File: src/sv/wsp_pkg.sv
// Package for the WAV stream parser: payload structs, phase codes, tags.
// No dependencies.
`default_nettype none
package wsp_pkg;

  typedef struct packed {
    logic [7:0] data_byte;
    logic       first_byte;
  } wsp_in_t;

  typedef struct packed {
    logic [1:0]         result_kind;
    logic               error_code;
    logic [15:0]        audio_format;
    logic [15:0]        channel_count;
    logic [31:0]        sample_rate;
    logic [31:0]        byte_rate;
    logic [15:0]        block_align;
    logic [15:0]        sample_bits;
    logic [31:0]        sample_count;
    logic signed [15:0] sample_value;
    logic               last_sample;
  } wsp_out_t;

  localparam logic [1:0] KIND_HEADER = 2'd0;
  localparam logic [1:0] KIND_SAMPLE = 2'd1;
  localparam logic [1:0] KIND_ERROR  = 2'd2;

  localparam logic ERR_RIFF = 1'b0;
  localparam logic ERR_WAVE = 1'b1;

  localparam logic [31:0] TAG_RIFF = 32'h52494646;
  localparam logic [31:0] TAG_WAVE = 32'h57415645;
  localparam logic [31:0] TAG_FMT  = 32'h666D7420;
  localparam logic [31:0] TAG_DATA = 32'h64617461;

  localparam logic [31:0] FMT_BASE_SIZE = 32'd16;

  localparam logic [3:0] PH_RIFF  = 4'd0;
  localparam logic [3:0] PH_FSIZE = 4'd1;
  localparam logic [3:0] PH_WAVE  = 4'd2;
  localparam logic [3:0] PH_FTAG  = 4'd3;
  localparam logic [3:0] PH_FSKSZ = 4'd4;
  localparam logic [3:0] PH_FSKIP = 4'd5;
  localparam logic [3:0] PH_FMTSZ = 4'd6;
  localparam logic [3:0] PH_FMT   = 4'd7;
  localparam logic [3:0] PH_FMTX  = 4'd8;
  localparam logic [3:0] PH_DTAG  = 4'd9;
  localparam logic [3:0] PH_DSKSZ = 4'd10;
  localparam logic [3:0] PH_DSKIP = 4'd11;
  localparam logic [3:0] PH_DSIZE = 4'd12;
  localparam logic [3:0] PH_SAMP  = 4'd13;
  localparam logic [3:0] PH_HALT  = 4'd14;
  localparam logic [3:0] PH_DIV   = 4'd15;

  // controller -> datapath
  typedef struct packed {
    logic       take;
    logic       restart;
    logic       load_skip;
    logic       load_extra;
    logic       dec_count;
    logic       fmt_byte;
    logic       size_load;
    logic       div_start;
    logic       low_byte;
    logic       out_header;
    logic       out_sample;
    logic       out_error;
    logic       err_code;
    logic       clr_count;
  } wsp_cmd_t;

  // datapath -> controller
  typedef struct packed {
    logic word_done;
    logic tag_riff;
    logic tag_wave;
    logic tag_fmt;
    logic tag_data;
    logic skip_zero;
    logic extra_zero;
    logic count_one;
    logic fmt_done;
    logic div_busy;
    logic bits16;
    logic bits_ok;
    logic half_full;
    logic last;
  } wsp_sts_t;

endpackage
`default_nettype wire

File: src/sv/wsp_datapath.sv
// Datapath of the WAV stream parser: shift registers, fmt fields, counters,
// a bit-serial divider for the sample count and the output register. Uses wsp_pkg.
`default_nettype none
module wsp_datapath (
  input  wire               clk,
  input  wire               rst_n,
  input  wire [7:0]         data_byte,
  input  wsp_pkg::wsp_cmd_t cmd,
  input  wire               out_ready,
  output wsp_pkg::wsp_sts_t sts,
  output logic              out_valid,
  output wsp_pkg::wsp_out_t out_data
);
  import wsp_pkg::*;

  logic [31:0] tag_r, acc_r, cnt_r, fsize_r, left_r;
  logic [15:0] ftag_r, chan_r, align_r, bits_r;
  logic [31:0] srate_r, brate_r;
  logic [7:0]  low_r;
  logic [31:0] quo_r, rem_r, dsor_r;
  logic [5:0]  div_cnt_r;
  logic        div_busy_r;
  logic        out_valid_r;
  wsp_out_t    out_r;

  logic [31:0] acc_nxt, tag_nxt, cnt_inc, cnt_nxt;
  logic [32:0] rem_sh;
  logic [31:0] left_dec;

  assign acc_nxt  = {data_byte, acc_r[31:8]};
  assign tag_nxt  = {tag_r[23:0], data_byte};
  assign cnt_inc  = cnt_r + 32'd1;
  assign rem_sh   = {rem_r, quo_r[31]};
  assign left_dec = left_r - 32'd1;

  assign sts.word_done  = (cnt_r[1:0] == 2'd3);
  assign sts.tag_riff   = (tag_nxt == TAG_RIFF);
  assign sts.tag_wave   = (tag_nxt == TAG_WAVE);
  assign sts.tag_fmt    = (tag_nxt == TAG_FMT);
  assign sts.tag_data   = (tag_nxt == TAG_DATA);
  assign sts.skip_zero  = (acc_nxt == 32'd0);
  assign sts.extra_zero = (fsize_r <= FMT_BASE_SIZE);
  assign sts.count_one  = (cnt_r == 32'd1);
  assign sts.fmt_done   = (cnt_r[3:0] == 4'd15);
  assign sts.div_busy   = div_busy_r;
  assign sts.bits16     = (bits_r == 16'd16);
  assign sts.bits_ok    = (bits_r == 16'd16 || bits_r == 16'd8) && quo_r != 32'd0;
  assign sts.half_full  = cnt_r[0];
  assign sts.last       = (left_r == 32'd1);

  always_comb begin
    cnt_nxt = cnt_r;
    if (cmd.take) begin
      if (cmd.restart) cnt_nxt = 32'd1;
      else cnt_nxt = sts.word_done ? 32'd0 : cnt_inc;
    end
    if (cmd.load_skip) cnt_nxt = acc_nxt;
    if (cmd.load_extra) cnt_nxt = sts.extra_zero ? 32'd0 : fsize_r - FMT_BASE_SIZE;
    else if (cmd.fmt_byte) cnt_nxt = cnt_inc;
    if (cmd.dec_count) cnt_nxt = cnt_r - 32'd1;
    if (cmd.clr_count) cnt_nxt = '0;
    if (cmd.low_byte) cnt_nxt = 32'd1;
    if (cmd.out_sample) cnt_nxt = '0;
  end

  always_ff @(posedge clk) begin
    if (!rst_n) begin
      cnt_r <= '0;
      tag_r <= '0;
      acc_r <= '0;
      div_busy_r <= 1'b0;
      out_valid_r <= 1'b0;
    end else begin
      cnt_r <= cnt_nxt;
      if (cmd.out_header || cmd.out_sample || cmd.out_error) out_valid_r <= 1'b1;
      else if (out_ready) out_valid_r <= 1'b0;
      if (cmd.restart) begin
        ftag_r <= '0; chan_r <= '0; srate_r <= '0; brate_r <= '0;
        align_r <= '0; bits_r <= '0; fsize_r <= '0;
      end
      if (cmd.take) begin
        tag_r <= cmd.restart ? {24'd0, data_byte} : tag_nxt;
        acc_r <= cmd.restart ? {data_byte, 24'd0} : acc_nxt;
      end
      if (cmd.size_load) fsize_r <= acc_nxt;
      if (cmd.fmt_byte) begin
        acc_r <= acc_nxt;
        case (cnt_r[3:0])
          4'd1:    ftag_r  <= acc_nxt[31:16];
          4'd3:    chan_r  <= acc_nxt[31:16];
          4'd7:    srate_r <= acc_nxt;
          4'd11:   brate_r <= acc_nxt;
          4'd13:   align_r <= acc_nxt[31:16];
          4'd15:   bits_r  <= acc_nxt[31:16];
          default: ;
        endcase
      end
      if (cmd.div_start) begin
        quo_r <= (bits_r[15:3] == 13'd0) ? 32'd0 : acc_nxt;
        rem_r <= '0;
        dsor_r <= {19'd0, bits_r[15:3]};
        div_cnt_r <= 6'd32;
        div_busy_r <= (bits_r[15:3] != 13'd0);
      end else if (div_busy_r) begin
        if (rem_sh >= {1'b0, dsor_r}) begin
          rem_r <= 32'(rem_sh - {1'b0, dsor_r});
          quo_r <= {quo_r[30:0], 1'b1};
        end else begin
          rem_r <= rem_sh[31:0];
          quo_r <= {quo_r[30:0], 1'b0};
        end
        div_cnt_r <= div_cnt_r - 6'd1;
        if (div_cnt_r == 6'd1) div_busy_r <= 1'b0;
      end
      if (cmd.low_byte) low_r <= data_byte;
      if (cmd.out_header) begin
        left_r <= quo_r;
        out_r <= '{result_kind: KIND_HEADER, audio_format: ftag_r, channel_count: chan_r,
                   sample_rate: srate_r, byte_rate: brate_r, block_align: align_r,
                   sample_bits: bits_r, sample_count: quo_r, default: '0};
      end
      if (cmd.out_sample) begin
        left_r <= left_dec;
        out_r <= '{result_kind: KIND_SAMPLE,
                   sample_value: sts.bits16 ? {data_byte, low_r} : {8'd0, data_byte},
                   last_sample: sts.last, default: '0};
      end
      if (cmd.out_error) begin
        out_r <= '{result_kind: KIND_ERROR, error_code: cmd.err_code, default: '0};
      end
    end
  end

  assign out_valid = out_valid_r;
  assign out_data  = out_r;
endmodule
`default_nettype wire

File: src/sv/wsp_ctrl.sv
// Controller of the WAV stream parser: parse phase machine and input handshake.
// Uses wsp_pkg; drives wsp_datapath through wsp_cmd_t.
`default_nettype none
module wsp_ctrl (
  input  wire               clk,
  input  wire               rst_n,
  input  wire               in_valid,
  input  wire               first_byte,
  input  wire               out_busy,
  input  wsp_pkg::wsp_sts_t sts,
  output logic              in_ready,
  output wsp_pkg::wsp_cmd_t cmd
);
  import wsp_pkg::*;

  logic [3:0] ph_r, ph_nxt, ph_eff;
  logic       go;

  assign in_ready = (ph_r != PH_DIV) && !out_busy;
  assign go = in_valid && in_ready;
  assign ph_eff = first_byte ? PH_RIFF : ph_r;

  always_comb begin
    cmd = '0;
    ph_nxt = ph_r;
    if (ph_r == PH_DIV) begin
      if (!sts.div_busy && !out_busy) begin
        cmd.out_header = 1'b1;
        cmd.clr_count = 1'b1;
        ph_nxt = sts.bits_ok ? PH_SAMP : PH_HALT;
      end
    end else if (go) begin
      cmd.restart = first_byte;
      case (ph_eff)
        PH_RIFF: begin
          cmd.take = 1'b1;
          if (sts.word_done && !first_byte) begin
            if (!sts.tag_riff) begin
              cmd.out_error = 1'b1;
              cmd.err_code = ERR_RIFF;
              ph_nxt = PH_HALT;
            end else ph_nxt = PH_FSIZE;
          end else ph_nxt = PH_RIFF;
        end
        PH_FSIZE: begin
          cmd.take = 1'b1;
          if (sts.word_done) ph_nxt = PH_WAVE;
        end
        PH_WAVE: begin
          cmd.take = 1'b1;
          if (sts.word_done) begin
            if (!sts.tag_wave) begin
              cmd.out_error = 1'b1;
              cmd.err_code = ERR_WAVE;
              ph_nxt = PH_HALT;
            end else ph_nxt = PH_FTAG;
          end
        end
        PH_FTAG, PH_DTAG: begin
          cmd.take = 1'b1;
          if (sts.word_done) begin
            if (ph_eff == PH_FTAG) ph_nxt = sts.tag_fmt ? PH_FMTSZ : PH_FSKSZ;
            else ph_nxt = sts.tag_data ? PH_DSIZE : PH_DSKSZ;
          end
        end
        PH_FSKSZ, PH_DSKSZ: begin
          cmd.take = 1'b1;
          if (sts.word_done) begin
            cmd.load_skip = 1'b1;
            if (sts.skip_zero) ph_nxt = (ph_eff == PH_FSKSZ) ? PH_FTAG : PH_DTAG;
            else ph_nxt = (ph_eff == PH_FSKSZ) ? PH_FSKIP : PH_DSKIP;
          end
        end
        PH_FSKIP, PH_FMTX, PH_DSKIP: begin
          cmd.dec_count = 1'b1;
          if (sts.count_one) ph_nxt = (ph_eff == PH_FSKIP) ? PH_FTAG : PH_DTAG;
        end
        PH_FMTSZ: begin
          cmd.take = 1'b1;
          if (sts.word_done) begin
            cmd.size_load = 1'b1;
            ph_nxt = PH_FMT;
          end
        end
        PH_FMT: begin
          cmd.fmt_byte = 1'b1;
          if (sts.fmt_done) begin
            cmd.load_extra = 1'b1;
            ph_nxt = sts.extra_zero ? PH_DTAG : PH_FMTX;
          end
        end
        PH_DSIZE: begin
          cmd.take = 1'b1;
          if (sts.word_done) begin
            cmd.div_start = 1'b1;
            ph_nxt = PH_DIV;
          end
        end
        PH_SAMP: begin
          if (sts.bits16 && !sts.half_full) cmd.low_byte = 1'b1;
          else begin
            cmd.out_sample = 1'b1;
            if (sts.last) ph_nxt = PH_HALT;
          end
        end
        default: ph_nxt = ph_eff;
      endcase
    end
  end

  always_ff @(posedge clk) begin
    if (!rst_n) ph_r <= PH_RIFF;
    else ph_r <= ph_nxt;
  end
endmodule
`default_nettype wire

File: src/sv/wav_stream_parser.sv
// Top level of the WAV stream parser: controller plus datapath.
// Uses wsp_pkg, wsp_ctrl and wsp_datapath.
`default_nettype none
// One byte is taken per cycle unless a result waits in the output register.
// After the data size is read, a bit-serial divider computes the sample
// count; no byte is taken while it runs, nor in the cycle that loads the
// header result.
module wav_stream_parser (
  input  wire               clk,
  input  wire               rst_n,
  input  wire               in_valid,
  output logic              in_ready,
  input  wsp_pkg::wsp_in_t  in_data,
  output logic              out_valid,
  input  wire               out_ready,
  output wsp_pkg::wsp_out_t out_data
);
  import wsp_pkg::*;

  wsp_cmd_t cmd;
  wsp_sts_t sts;
  logic     busy;

  assign busy = out_valid && !out_ready;

  wsp_ctrl u_ctrl (
    .clk(clk), .rst_n(rst_n), .in_valid(in_valid), .first_byte(in_data.first_byte),
    .out_busy(busy), .sts(sts), .in_ready(in_ready), .cmd(cmd)
  );

  wsp_datapath u_dp (
    .clk(clk), .rst_n(rst_n), .data_byte(in_data.data_byte), .cmd(cmd),
    .out_ready(out_ready), .sts(sts), .out_valid(out_valid), .out_data(out_data)
  );
endmodule
`default_nettype wire

File: config.mk
export PLATFORM = sky130hd
export DESIGN_NAME = wav_stream_parser
export DESIGN_NICKNAME = d
export VERILOG_FILES = /design/src/sv/wsp_pkg.sv /design/src/sv/wsp_datapath.sv /design/src/sv/wsp_ctrl.sv /design/src/sv/wav_stream_parser.sv
export SDC_FILE = /design/constraint.sdc
export NUM_CORES = 1
export LEC_CHECK = 0
export BUFFER_PORTS_ARGS = -buffer_cell sky130_fd_sc_hd__buf_2
export CORE_MARGIN = 3
export CORE_UTILIZATION = 45
export DETAILED_ROUTE_END_ITERATION = 7
export PLACE_DENSITY = 0.64
export RECOVER_POWER = 50
export SLEW_MARGIN = 30
export SYNTH_ARGS = -nofsm -noshare
export SYNTH_HDL_FRONTEND = slang
export SYNTH_SLANG_ARGS = --single-unit
File: constraint.sdc
create_clock -name clk -period 14.05 [get_ports clk]
set_clock_uncertainty 0.15 [all_clocks]
set_input_delay 2.1075 -clock clk [delete_from_list [all_inputs] [get_ports clk]]
set_output_delay 2.1075 -clock clk [all_outputs]
set_load 0.1 [all_outputs]
==> key figures <==
Status
  • Outcome: complete, but fails checks
  • Failing checks: capacitance limit, slew limit

STA
  • Slew Limit Fails: 619
  • RSZ-0062 raised after global routing: no
  • Worst-margin pin slew: 4.782 ns
  • Fmax: 121.9 MHz
  • Final Hold Viols: 0
  • Period utilization: 58.41%
  • Slew HR: -218.8%
  • Setup total negative slack: 0 ns
  • Final setup viols: 0
  • Min Tclk post-route: 8.206 ns

Setup path
  • Worst Path Required: 14.02 ns
  • Setup CP Type: in2reg
  • R2R setup slack: 7.03 ns
  • Critical path startpoint category: input port
  • Worst-path maximum fanout: 74
  • Element type at the critical path end: flip-flop
  • CP arrival: 8.18 ns

Clocking
  • Worst skew pair latency: 0.63 ns
  • H-tree depth: 2
  • Cts repair resizes: 0
  • CTS tree: yes
  • Worst-path clk slew: 0.06 ns
  • Clk sink count: 549
  • CTS buffer count: 57
  • # hold bufs at CTS: 0
  • Post-CTS Setup Bufs: 0
  • Clock Tree Root: clkbuf_16
  • Bufs on Longest Clock Path: 3

Floorplan
  • Die height: 248.8 um
  • Top Ports: 195
  • Core area: 58030 um2
  • Die Width: 248.8 um
  • DIE AREA: 61900 um2
  • FP Rows: 88
  • Initial Utilization: 45.72%

Place
  • Final HPWL DP: 51860 um
  • Final Wtd Congestion: 0.9764
  • IO Port Bufs: 194
  • Placed Area: 28270 um2

Yosys
  • Top_reg_cell synth: edfxtp_1
  • Count of cell types in the netlist: 78
  • Post-synth top area share: 52.41%
  • Synthesized net count: 2571
  • Async SR Flop Fraction: 0%
  • Area leader, netlist: edfxtp_1
  • Sequential-to-total area share from yosys stat: 58.90%
  • Synth Warn #: 0
  • Flops & latches, synth: 549
  • Largest cells by area after synthesis: edfxtp_1 (52%), dfxtp_1 (6.5%), nand2_1 (6.2%), and2_1 (4.9%), o21ai_0 (3.7%)
  • Mapped cell area: 26530 um2
  • EDFF count, synth: 463
  • Post-Syn Instances: 2533
  • Avg Cell Area, Syn: 10.47 um2

Global routing
  • Largest net degree at the start of global routing: 155
  • First-pass GRT wire length: 122400 um
  • Total congestion overflow: 0
  • Vias in the first global route: 19750
  • Total routing usage reported by global routing: 25.38%
  • Initial antenna violation count: 3

Pwr
  • Part of the power in the clock network: 41.6%
  • Sw Ratio: 24.33%
  • P per Cell Area: 122.0 nW/um2
  • Int Pwr: 2754 uW
  • Leakage power total: 0.009852 uW
  • Gate power share: 7.4%
  • Switch Pwr: 885.3 uW
  • VDD IR max: 0.1051 mV
  • Seq pwr share: 51.0%

Final layout
  • Share of layout cells above drive strength 1: 6.002%
  • Fill count: 5214
  • Finished Cell Area: 29830 um2
  • Area delta synth->final: 12.44%
  • Nets: 2689

Drt
  • Detail Route Antenna Nets: 0
  • # DRC: 0
  • Starting DRT DRC Count: 2119
  • Vias per inst: 5.922
  • Via count: 20520
  • Drt wl/cell: 23.39 um
  • DRT Wirelength: 81060 um
  • DRT Pass-1 Iters: 5

Flow run
  • Max cap viols: 17

Min path
  • Hold Crit Class: reg2reg
==> power by group through the flow <==
stage	Clock [uW]	Sequential, uW	Combinational (uW)
2_1_floorplan	0	1880	163
3_3_place_gp	0	1890	259
3_5_place_dp	0	1890	263
4_1_cts	1540	1850	265
5_1_grt	1600	1860	290
6_report	1510	1860	269
==> cell usage in the layout (no fill, tap or decap), types with 48 or more instances in the layout <==
cell type | Yosys | final
a21oi_1 | 112 | 111
a22o_1 | 48 | 48
and2_1 | 206 | 188
clkbuf_1 | 169 | 221
clkbuf_16 | 0 | 57
dfxtp_1 | 86 | 86
edfxtp_1 | 463 | 463
nand2_1 | 436 | 436
nand3_1 | 67 | 67
nor2_1 | 125 | 119
nor3_1 | 53 | 51
nor4_1 | 53 | 53
o21ai_0 | 196 | 196
xnor2_1 | 57 | 57
==> cell usage after synthesis, types with 9 or more instances <==
library cell    n
clkbuf_1      169
a22o_1         48
a211oi_1       11
inv_1          39
xnor2_1        57
a2111oi_0      12
nor2_1        125
o21ai_0       196
buf_1          14
nor2b_1         9
a31oi_1        17
nand3_1        67
o31ai_1        13
nor3_1         53
ha_1           24
nand4_1        31
dfxtp_1        86
xor2_1         35
edfxtp_1      463
nor4_1         53
and3_1         18
and2_1        206
a21oi_1       112
or4_1          20
nand2b_1       11
nand2_1       436
a221oi_1       14
nor4b_1        11
or3_1          32
==> logic make-up (layout without fill, tap and decap cells) <==
logic type               after synthesis  after routing  synth area share, %
XOR/XNOR                              92             92                3.037
AND/OR/NAND/NOR                     1121           1121                21.20
other                                  0              1                    0
multiplexers                           6              6               0.2500
AO/OA/AOI/OAI                        512            512                12.10
adder cells (fa/ha/maj)               26             26                1.245
buffers and inverters                227            393                3.269
flip-flops                           549            549                58.90
==> cell type report <==
cell class                      count  area, um2  area share (%)
Sequential cell                   549      15630           52.38
Multi-Input combinational cell   1757      10130           33.96
Clock buffer                       72       1493           5.004
Timing Repair Buffer              247       1109           3.717
Tap cell                          765      957.2           3.209
Clock inverter                     35      366.6           1.229
Inverter                           39      146.4          0.4908
Antenna cell                        1      2.502        0.008390
==> through the flow <==
stage / power (uW) / util (%) / cells / hold slack [ns] / setup slack [ns]
6_report: 3639 / 51.40 / 3465 / 0.3077 / 5.844
4_1_cts: 3655 / 51.93 / 3462 / 0.3072 / 8.422
5_1_grt: 3749 / 51.40 / 3464 / 0.3244 / 5.490
3_5_place_dp: 2152 / 48.72 / 3355 / 0.2974 / 7.784
3_3_place_gp: 2146 / 48.69 / 3355 / 0.2874 / 7.540
2_1_floorplan: 2046 / - / 2533 / 0.2771 / 2.384
==> worst max-delay path, cell delays in order <==
cell and delay, ns:
clkbuf_1 0.85, clkbuf_1 2.05, clkbuf_1 3.03
==> state kept, by name (all words and copies together), names as in the netlist, 24 cells and up <==
register / flops
u_dp.acc_r: 24
u_dp.brate_r: 32
u_dp.cnt_r: 32
u_dp.fsize_r: 32
u_dp.left_r: 32
u_dp.out_data: 180
u_dp.quo_r: 32
u_dp.rem_r: 32
u_dp.srate_r: 32
u_dp.tag_r: 24
==> path summary, 6_finish.rpt <==
check                         startpoint                           to  cells after the start
max                                rst_n   u_dp.srate_r[13]$_DFFE_PP_                      3
min reg2reg  u_dp.tag_r[23]$_SDFFE_PN0P_  u_dp.tag_r[23]$_SDFFE_PN0P_                      2
min          u_dp.tag_r[23]$_SDFFE_PN0P_  u_dp.tag_r[23]$_SDFFE_PN0P_                      2
max reg2reg  u_ctrl.ph_r[1]$_SDFFE_PN0P_   u_dp.srate_r[16]$_DFFE_PP_                      6
==> metal layers <==
layer	global-route usage (%)	routed length, um
met3	4.594	6739
met4	9.071	2679
met1	35.18	34420
met5	0	17
met2	40.18	37210
Note: power is estimated with default switching activity, not from simulation.
